### src/mrr_pkg.sv
`timescale 1ns / 1ps
// ----------------------------------------------------------------------------
// mrr_pkg: shared types and constants of the matrix ring rotation core
// Holds the command format passed from the front end to the back end, the
// configuration bundle, register indexes and operation codes.
// ----------------------------------------------------------------------------
package mrr_pkg;

    // default sizes of the element store
    localparam int DEF_MAX_ROWS   = 256;
    localparam int DEF_MAX_COLS   = 256;
    localparam int DEF_DATA_WIDTH = 32;

    // fixed field widths
    localparam int COORD_W   = 9;   // row/col counts and ring coordinates
    localparam int IN_POS_W  = 8;   // row/col of an input beat
    localparam int LEN_W     = 11;  // ring length and walk position
    localparam int VALUE_W   = 32;
    localparam int STEP_W    = 32;
    localparam int CFG_IDX_W = 2;
    localparam int COORD_MAX = (1 << COORD_W) - 1;

    localparam logic [COORD_W-1:0] COORD_ONE = COORD_W'(1);
    localparam logic [COORD_W-1:0] MIN_SIZE  = COORD_W'(2);

    // register indexes on the configuration port
    localparam logic [CFG_IDX_W-1:0] REG_ROW_COUNT    = CFG_IDX_W'(0);
    localparam logic [CFG_IDX_W-1:0] REG_COL_COUNT    = CFG_IDX_W'(1);
    localparam logic [CFG_IDX_W-1:0] REG_ROTATE_STEPS = CFG_IDX_W'(2);

    // reset values of the registers
    localparam logic [COORD_W-1:0] ROW_COUNT_RST    = COORD_W'(2);
    localparam logic [COORD_W-1:0] COL_COUNT_RST    = COORD_W'(2);
    localparam logic [STEP_W-1:0]  ROTATE_STEPS_RST = '0;

    // input operation codes
    localparam logic OP_WRITE = 1'b0;
    localparam logic OP_READ  = 1'b1;

    // entries of the command queue
    localparam int QUEUE_DEPTH = 2;

    typedef enum logic [1:0] {
        CMD_WRITE,
        CMD_READ_DIRECT,
        CMD_READ_ZERO,
        CMD_READ_RING
    } cmd_kind_t;

    typedef struct packed {
        logic [COORD_W-1:0] row_count;
        logic [COORD_W-1:0] col_count;
        logic [STEP_W-1:0]  rotate_steps;
    } cfg_t;

    typedef struct packed {
        cmd_kind_t           kind;
        logic [COORD_W-1:0]  row;
        logic [COORD_W-1:0]  col;
        logic [VALUE_W-1:0]  value;
        logic [LEN_W-1:0]    pos;     // walk position of the queried cell
        logic [LEN_W-1:0]    len;     // ring length
        logic [COORD_W-1:0]  top;     // also the left edge of the ring
        logic [COORD_W-1:0]  bottom;
        logic [COORD_W-1:0]  right;
        logic [COORD_W-1:0]  h;       // rows minus one
        logic [COORD_W-1:0]  w;       // columns minus one
    } cmd_t;

    typedef struct packed {
        logic idle;
        logic dividing;
    } back_stat_t;

endpackage

### src/mrr_front.sv
`timescale 1ns / 1ps
// ----------------------------------------------------------------------------
// mrr_front: input classifier
// Two-stage pipeline: finds the ring of the addressed cell, then its ring
// geometry and walk position, and emits one command per surviving beat.
// ----------------------------------------------------------------------------
module mrr_front #(
    parameter int MAX_ROWS = mrr_pkg::DEF_MAX_ROWS,
    parameter int MAX_COLS = mrr_pkg::DEF_MAX_COLS
) (
    input  logic                                aclk,
    input  logic                                aresetn,
    input  mrr_pkg::cfg_t                       cfg,
    input  logic                                s_valid,
    output logic                                s_ready,
    input  logic                                s_op,
    input  logic [mrr_pkg::IN_POS_W-1:0]        s_row,
    input  logic [mrr_pkg::IN_POS_W-1:0]        s_col,
    input  logic signed [mrr_pkg::VALUE_W-1:0]  s_value,
    output logic                                cmd_valid,
    input  logic                                cmd_ready,
    output mrr_pkg::cmd_t                       cmd_data
);

    localparam int CW = mrr_pkg::COORD_W;
    localparam int LW = mrr_pkg::LEN_W;

    localparam logic [CW-1:0] ROW_CAP =
        (MAX_ROWS > mrr_pkg::COORD_MAX) ? CW'(mrr_pkg::COORD_MAX) : CW'(MAX_ROWS);
    localparam logic [CW-1:0] COL_CAP =
        (MAX_COLS > mrr_pkg::COORD_MAX) ? CW'(mrr_pkg::COORD_MAX) : CW'(MAX_COLS);

    typedef struct packed {
        logic                             op;
        logic [CW-1:0]                    row;
        logic [CW-1:0]                    col;
        logic [mrr_pkg::VALUE_W-1:0]      value;
        logic                             outside;
        logic                             in_store;
        logic [CW-1:0]                    p;
    } stage_a_t;

    function automatic logic [CW-1:0] clamp_size(input logic [CW-1:0] v,
                                                 input logic [CW-1:0] cap);
        logic [CW-1:0] res;
        res = v;
        if (v < mrr_pkg::MIN_SIZE) begin
            res = mrr_pkg::MIN_SIZE;
        end else if (v > cap) begin
            res = cap;
        end
        return res;
    endfunction

    function automatic logic [CW-1:0] min2(input logic [CW-1:0] x, input logic [CW-1:0] y);
        return (x < y) ? x : y;
    endfunction

    logic [CW-1:0] nr;
    logic [CW-1:0] nc;
    logic [CW-1:0] in_r;
    logic [CW-1:0] in_c;
    logic [CW-1:0] dist_bot;
    logic [CW-1:0] dist_right;

    stage_a_t      a_reg;
    stage_a_t      a_next;
    logic          a_valid_reg;
    logic          a_ready;

    mrr_pkg::cmd_t b_cmd_reg;
    mrr_pkg::cmd_t b_cmd_next;
    logic          b_valid_reg;
    logic          b_valid_next;
    logic          b_ready;

    // stage B geometry
    logic [CW-1:0] rings;
    logic          moving;
    logic [CW-1:0] bottom;
    logic [CW-1:0] right;
    logic [CW-1:0] h;
    logic [CW-1:0] w;
    logic [LW-1:0] h_l;
    logic [LW-1:0] w_l;
    logic [LW-1:0] hw_l;
    logic [LW-1:0] r_l;
    logic [LW-1:0] c_l;
    logic [LW-1:0] p_l;
    logic [LW-1:0] bottom_l;
    logic [LW-1:0] right_l;
    logic [LW-1:0] pos;

    assign nr = clamp_size(cfg.row_count, ROW_CAP);
    assign nc = clamp_size(cfg.col_count, COL_CAP);

    // stage A: ring index from the distance to the nearest edge
    always_comb begin
        in_r       = CW'(s_row);
        in_c       = CW'(s_col);
        dist_bot   = nr - mrr_pkg::COORD_ONE - in_r;
        dist_right = nc - mrr_pkg::COORD_ONE - in_c;
        a_next.op       = s_op;
        a_next.row      = in_r;
        a_next.col      = in_c;
        a_next.value    = s_value;
        a_next.outside  = (in_r >= nr) || (in_c >= nc);
        a_next.in_store = (32'(in_r) < 32'(MAX_ROWS)) && (32'(in_c) < 32'(MAX_COLS));
        a_next.p        = min2(min2(in_r, in_c), min2(dist_bot, dist_right));
    end

    // stage B: ring geometry and walk position
    always_comb begin
        rings    = min2(nr, nc) >> 1;
        moving   = !a_reg.outside && (a_reg.p < rings);
        bottom   = nr - mrr_pkg::COORD_ONE - a_reg.p;
        right    = nc - mrr_pkg::COORD_ONE - a_reg.p;
        h        = bottom - a_reg.p;
        w        = right - a_reg.p;
        h_l      = LW'(h);
        w_l      = LW'(w);
        hw_l     = h_l + w_l;
        r_l      = LW'(a_reg.row);
        c_l      = LW'(a_reg.col);
        p_l      = LW'(a_reg.p);
        bottom_l = LW'(bottom);
        right_l  = LW'(right);

        if (a_reg.col == a_reg.p && a_reg.row < bottom) begin
            pos = r_l - p_l;
        end else if (a_reg.row == bottom && a_reg.col < right) begin
            pos = h_l + (c_l - p_l);
        end else if (a_reg.col == right && a_reg.row > a_reg.p) begin
            pos = hw_l + (bottom_l - r_l);
        end else begin
            pos = hw_l + h_l + (right_l - c_l);
        end

        b_cmd_next.row    = a_reg.row;
        b_cmd_next.col    = a_reg.col;
        b_cmd_next.value  = a_reg.value;
        b_cmd_next.pos    = pos;
        b_cmd_next.len    = hw_l + hw_l;
        b_cmd_next.top    = a_reg.p;
        b_cmd_next.bottom = bottom;
        b_cmd_next.right  = right;
        b_cmd_next.h      = h;
        b_cmd_next.w      = w;

        // drop writes outside the store
        b_valid_next = a_valid_reg;
        if (a_reg.op == mrr_pkg::OP_WRITE) begin
            b_cmd_next.kind = mrr_pkg::CMD_WRITE;
            b_valid_next    = a_valid_reg && a_reg.in_store;
        end else if (moving) begin
            b_cmd_next.kind = mrr_pkg::CMD_READ_RING;
        end else if (a_reg.in_store) begin
            b_cmd_next.kind = mrr_pkg::CMD_READ_DIRECT;
        end else begin
            b_cmd_next.kind = mrr_pkg::CMD_READ_ZERO;
        end
    end

    assign b_ready   = !b_valid_reg || cmd_ready;
    assign a_ready   = !a_valid_reg || b_ready;
    assign s_ready   = a_ready;
    assign cmd_valid = b_valid_reg;
    assign cmd_data  = b_cmd_reg;

    always_ff @(posedge aclk) begin
        if (!aresetn) begin
            a_valid_reg <= 1'b0;
            b_valid_reg <= 1'b0;
        end else begin
            if (a_ready) begin
                a_valid_reg <= s_valid;
            end
            if (b_ready) begin
                b_valid_reg <= b_valid_next;
            end
        end
        if (a_ready) begin
            a_reg <= a_next;
        end
        if (b_ready) begin
            b_cmd_reg <= b_cmd_next;
        end
    end

endmodule

### config.mk
export PLATFORM = sky130hd
export DESIGN_NAME = mrr_front
export DESIGN_NICKNAME = d
export VERILOG_FILES = /design/src/mrr_pkg.sv /design/src/mrr_front.sv
export SDC_FILE = /design/constraint.sdc
export NUM_CORES = 1
export LEC_CHECK = 0
export BUFFER_PORTS_ARGS = -buffer_cell sky130_fd_sc_hd__buf_2
export CORE_MARGIN = 2
export CORE_UTILIZATION = 58
export DETAILED_ROUTE_END_ITERATION = 10
export PLACE_DENSITY_LB_ADDON = 0.08
export SETUP_SLACK_MARGIN = 0.3
export SYNTH_ARGS = -nofsm -noshare
export SYNTH_HDL_FRONTEND = slang
export SYNTH_SLANG_ARGS = --single-unit
### constraint.sdc
create_clock -name aclk -period 8.7 [get_ports aclk]
set_clock_uncertainty 0.15 [all_clocks]
set_input_delay 1.74 -clock aclk [delete_from_list [all_inputs] [get_ports aclk]]
set_output_delay 1.74 -clock aclk [all_outputs]
set_load 0.01 [all_outputs]
* Yosys cells after proc, flatten, opt, wreduce, memory -nomap -nowiden
Cells that the tools add are included.
Operators by class: $add $sub $neg 18, magnitude comparators 14, equality and inequality tests 3, multiplexer cells 12, reduce and logical (&&, ||, !) cells 10
Operators by type and width (number):
- 9-bit two-way mux | 7
- 9-bit subtractor | 4
- 11-bit two-way mux | 3
- 8-bit by 9-bit equality test with 1-bit output | 3
- 8-bit by 9-bit < comparator with 1-bit output | 3
- 10-bit by 10-bit adder with 11-bit output | 2
- 8-bit by 9-bit subtractor with 10-bit output | 2
- 9-bit by 8-bit subtractor with 10-bit output | 2
- 8-bit by 9-bit >= comparator with 1-bit output | 2
- 9-bit greater-than comparator (second input constant) | 2
- 9-bit by 2-bit < comparator with 1-bit output (second input constant) | 2
- 9-bit < comparator | 2
- 9-bit by 1-bit subtractor with 9-bit output (second input constant) | 2
- 9-bit by 8-bit subtractor with 9-bit output | 2
- 10-bit by 11-bit adder with 11-bit output | 1
- 10-bit by 9-bit adder with 11-bit output | 1
- 11-bit adder | 1
- 9-bit by 9-bit adder with 10-bit output | 1
- 8-bit by 9-bit greater-than comparator with 1-bit output | 1
- 9-bit by 8-bit < comparator with 1-bit output | 1
- 8-bit < comparator | 1
- 8-bit two-way mux | 1
- 1-bit logical AND | 4
- 1-bit zero test | 3
- other kinds (2) | 4
Storage, ports and cells: bits in registers 178, bits of input ports 103, word-level logic and storage cells 76

* Logic depth before layout (Yosys ltp)
word-level depth 12, mapped depth 32, mapped depth without buffers 32

* Least setup slack after synthesis
OpenSTA, ideal clock, no wires.
path kind in2reg, start point in cfg[34] (netlist name), end point reg b_cmd_reg (netlist bit cmd_data[66]), data pin, setup time 0.152 ns, arrival time 7.758 ns, required time 8.398 ns, setup slack 0.641 ns, stages on the path 28, path through or4_4 > nor3_4 > nand2b_1 > and3_4 > inv_1 > ha_1 > fa_1 > inv_1 > ha_1 > nor2b_1 > o21ai_0 > a21boi_0 > o21ai_0 > nor2b_1 > xnor2_1 > ha_1 > o21ai_0 > nand2b_1 > maj3_1 > maj3_1 > xor2_1 > ha_1 > ha_1 > a31o_2 > a21oi_1 > xor2_1 > or3_1 > a31oi_1
RTL lines:
- from (decl) | line mrr_front.sv:13 | input mrr_pkg::cfg_t cfg,
- to (signal assigned) | line mrr_front.sv:186 | b_cmd_reg <= b_cmd_next;
- to (decl) | line mrr_front.sv:71 | mrr_pkg::cmd_t b_cmd_reg;

==> results.json <==
{
  "antenna_left": 0,
  "grt_util_all_layers_pct": 27.75,
  "drive_gt1_share_pct": 24.64,
  "holdCritPathClass": "flop to flop",
  "core_area_sq_um": 21760,
  "max_cap_viol_count": 0,
  "final_util_pct": 70.26,
  "placementRows": 54,
  "numCtsBuffers": 17,
  "syn2layout_area_growth_pct": 19.50,
  "syn_area_per_cell_sq_um": 11.00,
  "htreeDepth": 4,
  "synthFlopType": "edfxtp_1",
  "slowest_stage": "fa_1",
  "use_met3_pct": 3.271,
  "timing.critical_path.from": "cfg[34]",
  "dp_hpwl_mm": 25.29,
  "post_drt_wl_per_cell_um": 18.26,
  "largest_reg_flops": 116,
  "clkTransAtPathRegs_ns": 0.08,
  "hold_viol": 0,
  "crit_path_end": "cmd_data[66]",
  "grt_max_degree": 69,
  "vias": 9632,
  "dieArea_sq_um": 23260,
  "cpPeakStageDelay_ns": 0.58,
  "synth-seq-area-share_pct": 41.40,
  "yosysWarnings": 0,
  "setup.worst_path.class": "input pin to flop",
  "period_needed_ns": 8.224,
  "grt_overflow_total": 0,
  "gp_congestion": 0.9523,
  "slew_headroom_pct": 41.52,
  "synth_common_cells": "175 x edfxtp_1, 169 x ha_1, 131 x inv_1",
  "netlist_area_sq_um": 12790,
  "fin_crit_sh_pct": 94.53,
  "die_width_um": 152.5,
  "yosysUniqueCellTypes": 81,
  "endpoint_kind": "flop",
  "synth_edf_count": 175,
  "reg2reg_to": "cmd_data[66]",
  "r2r_start": "a_reg[1]",
  "fin_area_sq_um": 15290,
  "required_ns": 8.82,
  "async_flop_share_pct": 0,
  "wl_mm": 31.58,
  "drc": 0,
  "setup_viol": 0,
  "use_met1_pct": 34.74,
  "synth.area.top_cells": "edfxtp_1 41%, ha_1 17%, xnor2_1 4.0%",
  "antenna_found_initial": 0,
  "antenna_cells": 0,
  "preCtsSetupSlack_ns": -0.06970,
  "root_buffer": "clkbuf_16",
  "clk_latency_ns": 0.43,
  "first_iter_violations": 525,
  "grt_pass1_wl_mm": 50.67,
  "max_freq_mhz": 121.6,
  "reg2reg_depth": 25,
  "worstMarginPinSlew_ns": 0.8772,
  "detail_route.vias_per_cell": 5.571,
  "status": "finished, final reports clean",
  "yosysMostFrequentCell": "edfxtp_1",
  "final-max-slew-violation-count": 0,
  "worstSetupStartpointType": "input pin",
  "synth_top_area_cell": "edfxtp_1",
  "crit_arrival_ns": 8.34,
  "first_global_vias": 9973,
  "clock_sinks": 177,
  "port_buffers": 188,
  "busiest_layer": "met2",
  "fin_tns_setup_ns": 0,
  "yosys_register_bits": 177,
  "cts-hold-fix-buffers": 0,
  "io_pins": 224,
  "grtUsageMet2_pct": 49.55,
  "syn_inst": 1163,
  "die_h_um": 152.5,
  "tritoncts": "done",
  "critical_path.max_fanout": 3,
  "drt_first_pass_iters": 5,
  "placed_cell_area_sq_um": 14550,
  "initial_utilization_pct": 58.79,
  "grt_setup_unrepaired": "false",
  "nets": 1727,
  "r2r_setup_slack_ns": 2.14,
  "cts_buffer_depth": 2,
  "worst_slack_ns": 0.4760,
  "synth.top_cell.area_share_pct": 41.08
}
[metrics by stage]
step | cells | hold slack, ns
after floorplan | 1166 | 0.2503
final | 1729 | 0.2661
after detailed placement | 1691 | 0.2545
after global placement | 1691 | 0.2502
after global routing | 1729 | 0.2723
after CTS | 1723 | 0.2659
[routing by layer]
layer	part of all wire [%]	vias up	wire, um
met2	51	222	16150
met5	0	-	0
met3	3.4	61	1063
met4	3.1	0	992
li1	-	4727	-
met1	42	4622	13370
[cells in the final DEF, fill, tap and decap left out, types with 34 or more instances in the layout]
cell and count:
a21o_1 40, inv_1 129, nand2b_1 40, o21ai_0 51
xor2_1 40, nand2_1 34, buf_2 188, edfxtp_1 175
buf_4 75, nor2_1 72, a21oi_1 67, xnor2_1 58
ha_1 168
[layout make-up]
type | instances | area (sq um)
flip-flops and latches | 177 | 5295
repair buffers | 263 | 1504
inverters | 132 | 498.0
multi-input cells | 845 | 7030
clock inverters | 15 | 182.7
fillers | 1662 | 6470
well taps | 280 | 350.3
clock buffers | 17 | 425.4
[cell families (layout without fill, tap and decap cells)]
group           after synthesis  after routing  synth area share (%)
fa+ha+maj                   196            196                 20.16
flops                       177            177                 41.40
compound gates              262            262                 13.60
other cells                   1              4               0.02932
buf+inv                     144            427                 4.412
simple gates                242            242                 9.968
xor+xnor                    105            105                 7.513
mux                          36             36                 2.925
[worst min-delay path by stage]
stage | depth (start not counted) | start | end | slack (ns)
finish | 0 | a_reg[15] | cmd_data[71] | 0.27
floorplan | 0 | a_reg[11] | cmd_data[67] | 0.25
global route | 0 | a_reg[23] | cmd_data[79] | 0.27
global placement | 0 | a_reg[18] | cmd_data[74] | 0.25
CTS | 0 | a_reg[15] | cmd_data[71] | 0.27
detailed placement | 0 | a_reg[15] | cmd_data[71] | 0.25
[repair_timing]
item	in CTS	in global routing
setup endpoints to repair	0	4
buffers inserted	0	6
resized for setup	0	23
[worst max-delay path, delay by kind of cell]
kind                     cells  cell delay (ns)
AND/OR/NAND/NOR              5             1.37
adder cells (fa/ha/maj)      6             2.31
AO/OA/AOI/OAI                7             1.70
buffers and inverters        5             0.58
XOR/XNOR                     3             0.63
Power is not shown: default switching activity piles up to over one toggle a cycle in this logic, so the estimate is an artifact.
