## src/mrr_pkg.sv

```systemverilog
`timescale 1ns / 1ps
// ----------------------------------------------------------------------------
// mrr_pkg: shared types and constants of the matrix ring rotation core
// Holds the command format passed from the front end to the back end, the
// configuration bundle, register indexes and operation codes.
// ----------------------------------------------------------------------------
package mrr_pkg;

    // default sizes of the element store
    localparam int DEF_MAX_ROWS   = 256;
    localparam int DEF_MAX_COLS   = 256;
    localparam int DEF_DATA_WIDTH = 32;

    // fixed field widths
    localparam int COORD_W   = 9;   // row/col counts and ring coordinates
    localparam int IN_POS_W  = 8;   // row/col of an input beat
    localparam int LEN_W     = 11;  // ring length and walk position
    localparam int VALUE_W   = 32;
    localparam int STEP_W    = 32;
    localparam int CFG_IDX_W = 2;
    localparam int COORD_MAX = (1 << COORD_W) - 1;

    localparam logic [COORD_W-1:0] COORD_ONE = COORD_W'(1);
    localparam logic [COORD_W-1:0] MIN_SIZE  = COORD_W'(2);

    // register indexes on the configuration port
    localparam logic [CFG_IDX_W-1:0] REG_ROW_COUNT    = CFG_IDX_W'(0);
    localparam logic [CFG_IDX_W-1:0] REG_COL_COUNT    = CFG_IDX_W'(1);
    localparam logic [CFG_IDX_W-1:0] REG_ROTATE_STEPS = CFG_IDX_W'(2);

    // reset values of the registers
    localparam logic [COORD_W-1:0] ROW_COUNT_RST    = COORD_W'(2);
    localparam logic [COORD_W-1:0] COL_COUNT_RST    = COORD_W'(2);
    localparam logic [STEP_W-1:0]  ROTATE_STEPS_RST = '0;

    // input operation codes
    localparam logic OP_WRITE = 1'b0;
    localparam logic OP_READ  = 1'b1;

    // entries of the command queue
    localparam int QUEUE_DEPTH = 2;

    typedef enum logic [1:0] {
        CMD_WRITE,
        CMD_READ_DIRECT,
        CMD_READ_ZERO,
        CMD_READ_RING
    } cmd_kind_t;

    typedef struct packed {
        logic [COORD_W-1:0] row_count;
        logic [COORD_W-1:0] col_count;
        logic [STEP_W-1:0]  rotate_steps;
    } cfg_t;

    typedef struct packed {
        cmd_kind_t           kind;
        logic [COORD_W-1:0]  row;
        logic [COORD_W-1:0]  col;
        logic [VALUE_W-1:0]  value;
        logic [LEN_W-1:0]    pos;     // walk position of the queried cell
        logic [LEN_W-1:0]    len;     // ring length
        logic [COORD_W-1:0]  top;     // also the left edge of the ring
        logic [COORD_W-1:0]  bottom;
        logic [COORD_W-1:0]  right;
        logic [COORD_W-1:0]  h;       // rows minus one
        logic [COORD_W-1:0]  w;       // columns minus one
    } cmd_t;

    typedef struct packed {
        logic idle;
        logic dividing;
    } back_stat_t;

endpackage

```

## src/mrr_queue.sv

```systemverilog
`timescale 1ns / 1ps
// ----------------------------------------------------------------------------
// mrr_queue: command queue
// Small FIFO between the classifier and the executor.
// ----------------------------------------------------------------------------
module mrr_queue (
    input  logic          aclk,
    input  logic          aresetn,
    input  logic          push_valid,
    output logic          push_ready,
    input  mrr_pkg::cmd_t push_data,
    output logic          pop_valid,
    input  logic          pop_ready,
    output mrr_pkg::cmd_t pop_data
);

    localparam int DEPTH = mrr_pkg::QUEUE_DEPTH;
    localparam int PW    = $clog2(DEPTH);
    localparam int NW    = $clog2(DEPTH + 1);

    mrr_pkg::cmd_t  slot_reg [DEPTH];
    logic [PW-1:0]  wr_ptr_reg;
    logic [PW-1:0]  rd_ptr_reg;
    logic [NW-1:0]  count_reg;
    logic [NW-1:0]  count_next;
    logic           push;
    logic           pop;

    assign push_ready = (count_reg != NW'(DEPTH));
    assign pop_valid  = (count_reg != '0);
    assign pop_data   = slot_reg[rd_ptr_reg];
    assign push       = push_valid && push_ready;
    assign pop        = pop_valid && pop_ready;

    always_comb begin
        count_next = count_reg;
        if (push && !pop) begin
            count_next = count_reg + NW'(1);
        end else if (pop && !push) begin
            count_next = count_reg - NW'(1);
        end
    end

    always_ff @(posedge aclk) begin
        if (!aresetn) begin
            wr_ptr_reg <= '0;
            rd_ptr_reg <= '0;
            count_reg  <= '0;
        end else begin
            count_reg <= count_next;
            if (push) begin
                wr_ptr_reg <= (32'(wr_ptr_reg) == DEPTH - 1) ? '0 : wr_ptr_reg + PW'(1);
            end
            if (pop) begin
                rd_ptr_reg <= (32'(rd_ptr_reg) == DEPTH - 1) ? '0 : rd_ptr_reg + PW'(1);
            end
        end
        if (push) begin
            slot_reg[wr_ptr_reg] <= push_data;
        end
    end

endmodule

```

## config.mk

```make
export PLATFORM = sky130hd
export DESIGN_NAME = mrr_queue
export DESIGN_NICKNAME = d
export VERILOG_FILES = /design/src/mrr_pkg.sv /design/src/mrr_queue.sv
export SDC_FILE = /design/constraint.sdc
export NUM_CORES = 1
export LEC_CHECK = 0
export ABC_AREA = 1
export BUFFER_PORTS_ARGS = -buffer_cell sky130_fd_sc_hd__buf_4
export CAP_MARGIN = 20
export CORE_UTILIZATION = 52
export DETAILED_ROUTE_END_ITERATION = 10
export PLACE_DENSITY = 0.79
export SLEW_MARGIN = 15
export SYNTH_ARGS = -nofsm -noshare
export SYNTH_HDL_FRONTEND = slang
export SYNTH_SLANG_ARGS = --single-unit
```

## constraint.sdc

```tcl
create_clock -name aclk -period 8.71 [get_ports aclk]
set_input_delay 2.1775 -clock aclk [delete_from_list [all_inputs] [get_ports aclk]]
set_output_delay 2.1775 -clock aclk [all_outputs]
set_load 0.01 [all_outputs]
```

Word level (Yosys, flattened, before mapping)
Memory sizes are Yosys's and may differ from the RTL's. A register that Yosys moved wholly into a read port is not among the register bits.
Cells that the tools add are included.
{ "word_totals": {"out_inout_bits": 121, "romBits": 0, "word_cells": 25, "memories": 1, "latchBits": 0, "register_bits": 4, "ram_bits": 238} }
{ "memory_table": {"columns": ["memory", "words", "word_bits", "rd", "rd_ports_with_merged_regs", "wr", "line", "source"], "rows": [
  ["slot_reg", 2, 119, 1, 1, 1, "mrr_queue.sv:21", "mrr_pkg::cmd_t slot_reg [DEPTH];"]
]} }
{ "classes": {"bitwise_logic": 0, "reduce_logical": 8, "div_mod_pow": 0, "order_cmp": 0, "eq_ne": 1, "shift": 0, "add_sub_neg": 4, "n_mux": 8, "multipliers": 0} }
{ "op_table": {"columns": ["cell", "count"], "rows": [
  ["1-bit 2-to-1 mux", 6],
  ["1-bit logical AND", 4],
  ["2-bit 2-to-1 mux", 2],
  ["2-bit nonzero test", 2],
  ["1-bit adder, second input constant", 2],
  ["2-bit by 1-bit adder with 2-bit output, second input constant", 1],
  ["1-bit logical NOT", 2],
  ["2-bit inequality test, second input constant", 1],
  ["2-bit by 1-bit subtractor with 2-bit output, second input constant", 1]
]} }

Depth between registers and ports, before layout
Gate-level depths: netlist (run 1).
{ "logic_depth": {"ltp_word": 6, "ltp_mapped": 11, "ltp_nobuf": 11} }

Least setup slack after synthesis (run 1)
No wires, ideal clock.
{ "synth_timing": {"path_kind": "in2reg", "startpoint": "input push_valid", "endpoint": "memory slot_reg[0][0] (netlist bit) (enable)", "arrival_time_ns": 7.216, "slack_ns": 0.896, "setup_ns": 0.598, "path_buffers": 0, "path_stages": 2, "required_ns": 8.112, "path_cell_list": "nand2_1 -> nor2_1"} }
{ "synth_via": {"elab_chain_len": 3} }
{ "synth_lines": {"columns": ["item", "line", "source"], "rows": [
  ["from (decl)", "mrr_queue.sv:9", "input logic push_valid,"],
  ["1-bit logical AND", "mrr_queue.sv:32", "assign push = push_valid && push_ready;"],
  ["1-bit 2-to-1 mux", "mrr_queue.sv:58", "if (push) begin"],
  ["1-bit 2-to-1 mux (not written as such)", "mrr_queue.sv:59", "slot_reg[wr_ptr_reg] <= push_data;"],
  ["to (decl)", "mrr_queue.sv:21", null]
]} }
Every way passes these cells.

==> reports/results.ini, run 1 <==
[sta]
post-route-period-util=0.559
finClkSkew_ns=0.00666
whs_ns=0.557
rsz0062_at_grt=no
worst_pin_slew_ns=0.826
fin_crit_ns=4.87
timing.final.ws_setup_ns=3.84
drv_slew=0
fin_setup_tns_ns=0
setup_viol=0
hold_viol_final=0
maxSlewHeadroom=0.449
fmax_ghz=0.205

[floorplanning]
pin_count=244
num_rows=47
start_util=0.535
core_um2=16600
die_h_um=133
die-area_um2=17600
die_w_um=133

[placed_design]
dpl.hpwl_mm=10.9
place_congestion=0.754
portBuffers=243
pre_cts_ws_ns=4.29
dp.cells=862

[clock_network]
cts_max_level=1
clock-root-buffer=clkbuf_16
cts_sinks=243
cts_resized=0
cts_made_buffers=24
clk_pin_slew_ns=0.06
cts_buffer_depth=3
cts_setup_buffers=0
tritoncts=built
clock_latency_ns=0.50
cts_hold_buf=0

[cells_and_area]
num-nets-final=792
drive_above_1_share=0.584
final_cell_mix=buf_4 (248), edfxtp_1 (238), mux2_2 (119)
syn_to_final_growth_pct=30.0
diodes=0
largest_reg_flops=238
final_common_cell=buf_4
fin_cells=901

[worst_setup_path]
critical_path_required_ns=6.53
cp_max_fo=62
critPathLaunchType=flip-flop
reg2reg_depth=5
cp.arrival_ns=2.69
path_class=reg2out
r2r_slack_ns=6.75
cp-end-kind=output port

[pwr]
totalPowerFinal_mw=3.22
p_leak_nw=4.31
p_int_mw=2.40
pwr-share-clk=0.282
powerDensity_nw_per_um2=278
combPwrFrac=0.238
p_sw_frac=0.254
switching_power_uw=819
seqPwrFrac=0.481
ir_drop_v=0.000235

[routing]
route.detailed.drc=0
vias=4576
wirelength_mm=16.5
wl_per_cell_um=18.3
first_pass_iters=4
viasPerCell=5.08
drtAntennaViolNets=0
drt_iter0_markers=261

[logic_synthesis]
yosysTopAreaCellShare=0.803
synthTopCellsByArea=edfxtp_1 (80%), mux2_2 (15%), clkbuf_8 (1.7%), dfxtp_1 (1.1%), nand2_1 (0.38%)
synth_warnings=0
syn-cell-area_um2=8900
synthCells=407
ys_seq_area_frac=0.814
ys_types=14
avgSynthCellArea_um2=21.9
yosysTopAreaCell=edfxtp_1
syn_nets=531
synth-seq-cells=243

[hold_path]
hold_class=reg2reg
holdPathStages=2

[grt]
grtUsageTotal=0.184
grt_pass1_wl_mm=25.3
grt_max_degree=63
overflow=0
antenna_found_initial=0
grt_pass1_vias=4887

[job]
drv_cap=0

[outcome]
status=complete, no violations

routing by layer:
metal  global-route usage  vias to the layer above  routed length (um)
met2                0.326                      179                8670
met5                    0                        -                   0
met4               0.0536                        0                 298
met1                0.216                     2256                6130
met3               0.0552                       24                1410
li1                     -                     2117                   -
kinds of logic (layout without fill, tap and decap cells):
group,Yosys count,in the layout,share of synthesized area
DFF,243,243,0.814
muxes,119,119,0.151
buffers and inverters,21,295,0.0229
and+or+nand+nor,19,19,0.00843
AOI/OAI and AO/OA,4,4,0.00253
adders and majority gates,1,1,0.00141
critical path: stages, from the launching register on:
cell     delay, ns
dfxtp_4       0.83
buf_4         0.76
mux2_2        0.42
buf_4         0.15
path summary, 6_finish.rpt:
kind,startpoint,to
worst min register to register,rd_ptr_reg,rd_ptr_reg
worst min-delay path,rd_ptr_reg,rd_ptr_reg
worst max register to register,count_reg[0],slot_reg[0][19]
worst max-delay path,flip-flop,pop_data[20]
metrics by stage:
step / area [um^2] / utilization
finish: 11600 / 0.695
global route: 11600 / 0.695
CTS: 11600 / 0.695
detailed placement: 10900 / 0.654
global placement: 10900 / 0.654
floorplan: 8900 / -
power by group through the flow:
stage	combinational, mW	sequential [mW]	clock [mW]
2_1_floorplan	0.458	1.56	0
3_3_place_gp	0.753	1.56	0
3_5_place_dp	0.771	1.57	0
4_1_cts	0.776	1.55	0.926
5_1_grt	0.816	1.56	0.968
6_report	0.765	1.55	0.906
area by class of cell:
| class | count | area [um^2] |
|---|---|---|
| well taps | 220 | 275 |
| repair buffers | 248 | 1860 |
| fillers | 1049 | 5070 |
| inverters | 8 | 30.0 |
| clock buffers | 31 | 648 |
| multi-input cells | 143 | 1470 |
| flip-flops and latches | 243 | 7250 |
| clock inverters | 8 | 37.5 |
synth_stat cells:
master and count:
nand3_1 1, nor2_1 8, buf_6 2, ha_1 1, dfxtp_1 5, o21ai_0 2, inv_1 8, nand4_1 1
edfxtp_1 238, clkbuf_8 11, mux2_2 119, nand2_1 9, o21a_1 1, a21oi_1 1
(Power assumes the default switching activity.)
==> run 2: changes to the inputs <==
--- a/config.mk
+++ b/config.mk
@@ -5,12 +5,12 @@
 export SDC_FILE = /design/constraint.sdc
 export NUM_CORES = 1
 export LEC_CHECK = 0
-export ABC_AREA = 1
+export ABC_AREA = 0
 export BUFFER_PORTS_ARGS = -buffer_cell sky130_fd_sc_hd__buf_4
 export CAP_MARGIN = 20
-export CORE_UTILIZATION = 52
+export CORE_UTILIZATION = 47
 export DETAILED_ROUTE_END_ITERATION = 10
-export PLACE_DENSITY = 0.79
+export PLACE_DENSITY = 0.76
 export SLEW_MARGIN = 15
 export SYNTH_ARGS = -nofsm -noshare
 export SYNTH_HDL_FRONTEND = slang
==> constraint.sdc (replaced) <==
create_clock -name aclk -period 4.4 [get_ports aclk]
set_input_delay 1.1 -clock aclk [delete_from_list [all_inputs] [get_ports aclk]]
set_output_delay 1.1 -clock aclk [all_outputs]
set_load 0.01 [all_outputs]
==> reports/results.ini, run 2 <==
[clock_network]
clock_latency_ns=0.51  ; about the same
cts_hold_buf=0  ; unchanged
clk_pin_slew_ns=0.06  ; about the same
clock-root-buffer=clkbuf_16
tritoncts=built
cts_max_level=1  ; unchanged
cts_resized=0  ; unchanged
cts_setup_buffers=0  ; unchanged
cts_sinks=243  ; unchanged
cts_made_buffers=26  ; +8.3%
cts_buffer_depth=3  ; unchanged

[grt]
overflow=0  ; unchanged
grt_pass1_vias=5005  ; +2.4%
grt_max_degree=64  ; +1.6%
antenna_found_initial=0  ; unchanged
grt_pass1_wl_mm=26.1  ; +3.2%
grtUsageTotal=0.173  ; -0.0114

[cells_and_area]
largest_reg_flops=238  ; unchanged
diodes=0  ; unchanged
utilization=0.647  ; -0.0477
fillers=1231  ; +17%
drive_above_1_share=0.608  ; +0.0236
final_common_cell=buf_4
stdcell_area_um2=11800  ; +1.9%
syn_to_final_growth_pct=33.0
num-nets-final=781  ; -1.4%
final_cell_mix=buf_4 (245), edfxtp_1 (238), mux2_2 (119)

[floorplanning]
die-area_um2=19400  ; +10%
start_util=0.487  ; -0.0480
die_h_um=139  ; +4.9%
core_um2=18200  ; +9.4%
num_rows=49  ; +4.3%
pin_count=244  ; unchanged
die_w_um=139  ; +4.9%

[logic_synthesis]
avgSynthCellArea_um2=22.5  ; +2.9%
synth-seq-cells=243  ; unchanged
synth_edf_count=238  ; unchanged
ys_types=20  ; +6
synthCells=394  ; -3.2%
synth_most_common_cell=edfxtp_1
async_flop_share=0  ; unchanged
synthTopCellsByArea=edfxtp_1 (81%), mux2_2 (15%), buf_6 (1.3%), dfxtp_1 (1.1%), and2_1 (0.28%)
syn-cell-area_um2=8860  ; -0.41%
yosysTopAreaCellShare=0.806  ; +0.00329
ys_seq_area_frac=0.818  ; +0.00333
ys_top_cells_by_count=edfxtp_1 (238), mux2_2 (119), buf_6 (10), dfxtp_1 (5), and2_1 (4)
synth_flop_cell=edfxtp_1
synth_warnings=0  ; unchanged
syn_nets=518  ; -2.4%
yosysTopAreaCell=edfxtp_1

[sta]
worst_pin_slew_ns=0.773  ; -0.0530 ns
drv_slew=0  ; unchanged
setup_viol=0  ; unchanged
fin_crit_ns=3.23
rsz0062_at_grt=no
whs_ns=0.568  ; +0.0108 ns
maxSlewHeadroom=0.484  ; +0.0353
post-route-period-util=0.735
timing.final.ws_setup_ns=1.17  ; -2.68 ns
finClkSkew_ns=0.0153  ; +0.00862 ns
fin_setup_tns_ns=0  ; unchanged
fmax_ghz=0.309
hold_viol_final=0  ; unchanged

[outcome]
status=complete, no violations

[worst_setup_path]
cp-end-kind=output port
critPathLaunchType=flip-flop
cp.arrival_ns=2.13  ; -0.56 ns
path_class=reg2out
cp_max_fo=38  ; -39%
critical_path_required_ns=3.30  ; -3.23 ns

[placed_design]
postPlaceCellArea_um2=10900  ; +0.40%
place_congestion=0.717  ; -4.9%
dpl.hpwl_mm=11.0  ; +1.1%
portBuffers=243  ; unchanged
pre_cts_ws_ns=1.63  ; -2.66 ns

[routing]
viasPerCell=5.03  ; -1.0%
route.detailed.drc=0  ; unchanged
drt_iter0_markers=244  ; -6.5%
vias=4549  ; -0.59%
first_pass_iters=4  ; unchanged
wl_per_cell_um=18.7  ; +1.9%
drtAntennaViolNets=0  ; unchanged
wirelength_mm=16.9  ; +2.3%

[job]
drv_cap=0  ; unchanged

[pwr]
ir_drop_v=0.000527  ; +120%
p_leak_nw=4.37  ; +1.4%
powerDensity_nw_per_um2=581  ; +110%

[hold_path]
hold_class=reg2reg

==> run 2: cell count changes after synthesis, sizes merged, moves of 4 or more <==
cell	delta
nor2	-8
buf	+11
nand2	-9
clkbuf	-11
and2	+4
inv	-7
==> run 2: kinds of logic (layout without fill, tap and decap cells) <==
logic type,count (synthesis),after routing,share of synthesized area
flip-flops,243,243,0.818
adder cells (fa/ha/maj),1,1,0.00141
AO/OA/AOI/OAI,5,5,0.00395
XOR/XNOR,3,3,0.00296
multiplexers,119,119,0.151
buffers and inverters,14,296,0.0157
AND/OR/NAND/NOR,9,9,0.00734
==> run 2: routing by layer <==
metal | global-route usage | part of all wire
met1 | 0.191 | 0.36
met2 | 0.311 | 0.53
met3 | 0.0582 | 0.092
met4 | 0.0585 | 0.023
met5 | 0 | 0
==> run 2: worst max-delay path, stage by stage, from the launching register on <==
cell and delay [ns]:
dfxtp_4 0.53, buf_4 0.49, mux2_2 0.42, buf_4 0.15
==> run 2: final cells by class <==
cell class                      count  area [um^2]  share of cell area
Clock inverter                     12          146              0.0124
Multi-Input combinational cell    137         1480               0.126
Inverter                            1         6.26            0.000531
Timing Repair Buffer              248         1900               0.161
Tap cell                          229          287              0.0243
Clock buffer                       35          716              0.0607
Sequential cell                   243         7250               0.615
==> run 2: power breakdown <==
group / total [mW] / switching, mW / internal, mW
combinational: 1.70 / 0.795 / 0.907
clock: 2.16 / 0.839 / 1.32
sequential: 2.99 / 0.0972 / 2.89
==> run 2: final timing paths <==
| check | slack [ns] | endpoint | depth (start not counted) | from |
|---|---|---|---|---|
| setup / recovery | 1.17 | pop_data[53] | 3 | flip-flop |
| hold / removal | 0.57 | count_reg[1] | 2 | count_reg[1] |
| hold reg to reg | 0.57 | count_reg[1] | 2 | count_reg[1] |
| setup reg to reg | 2.25 | slot_reg[0][11] | 4 | count_reg[0] |
==> run 2: per-stage QoR <==
step,instances,power [mW]
floorplan,394,4.01
finish,905,6.85
detailed placement,858,4.76
global placement,858,4.70
global route,905,7.13
CTS,905,6.94
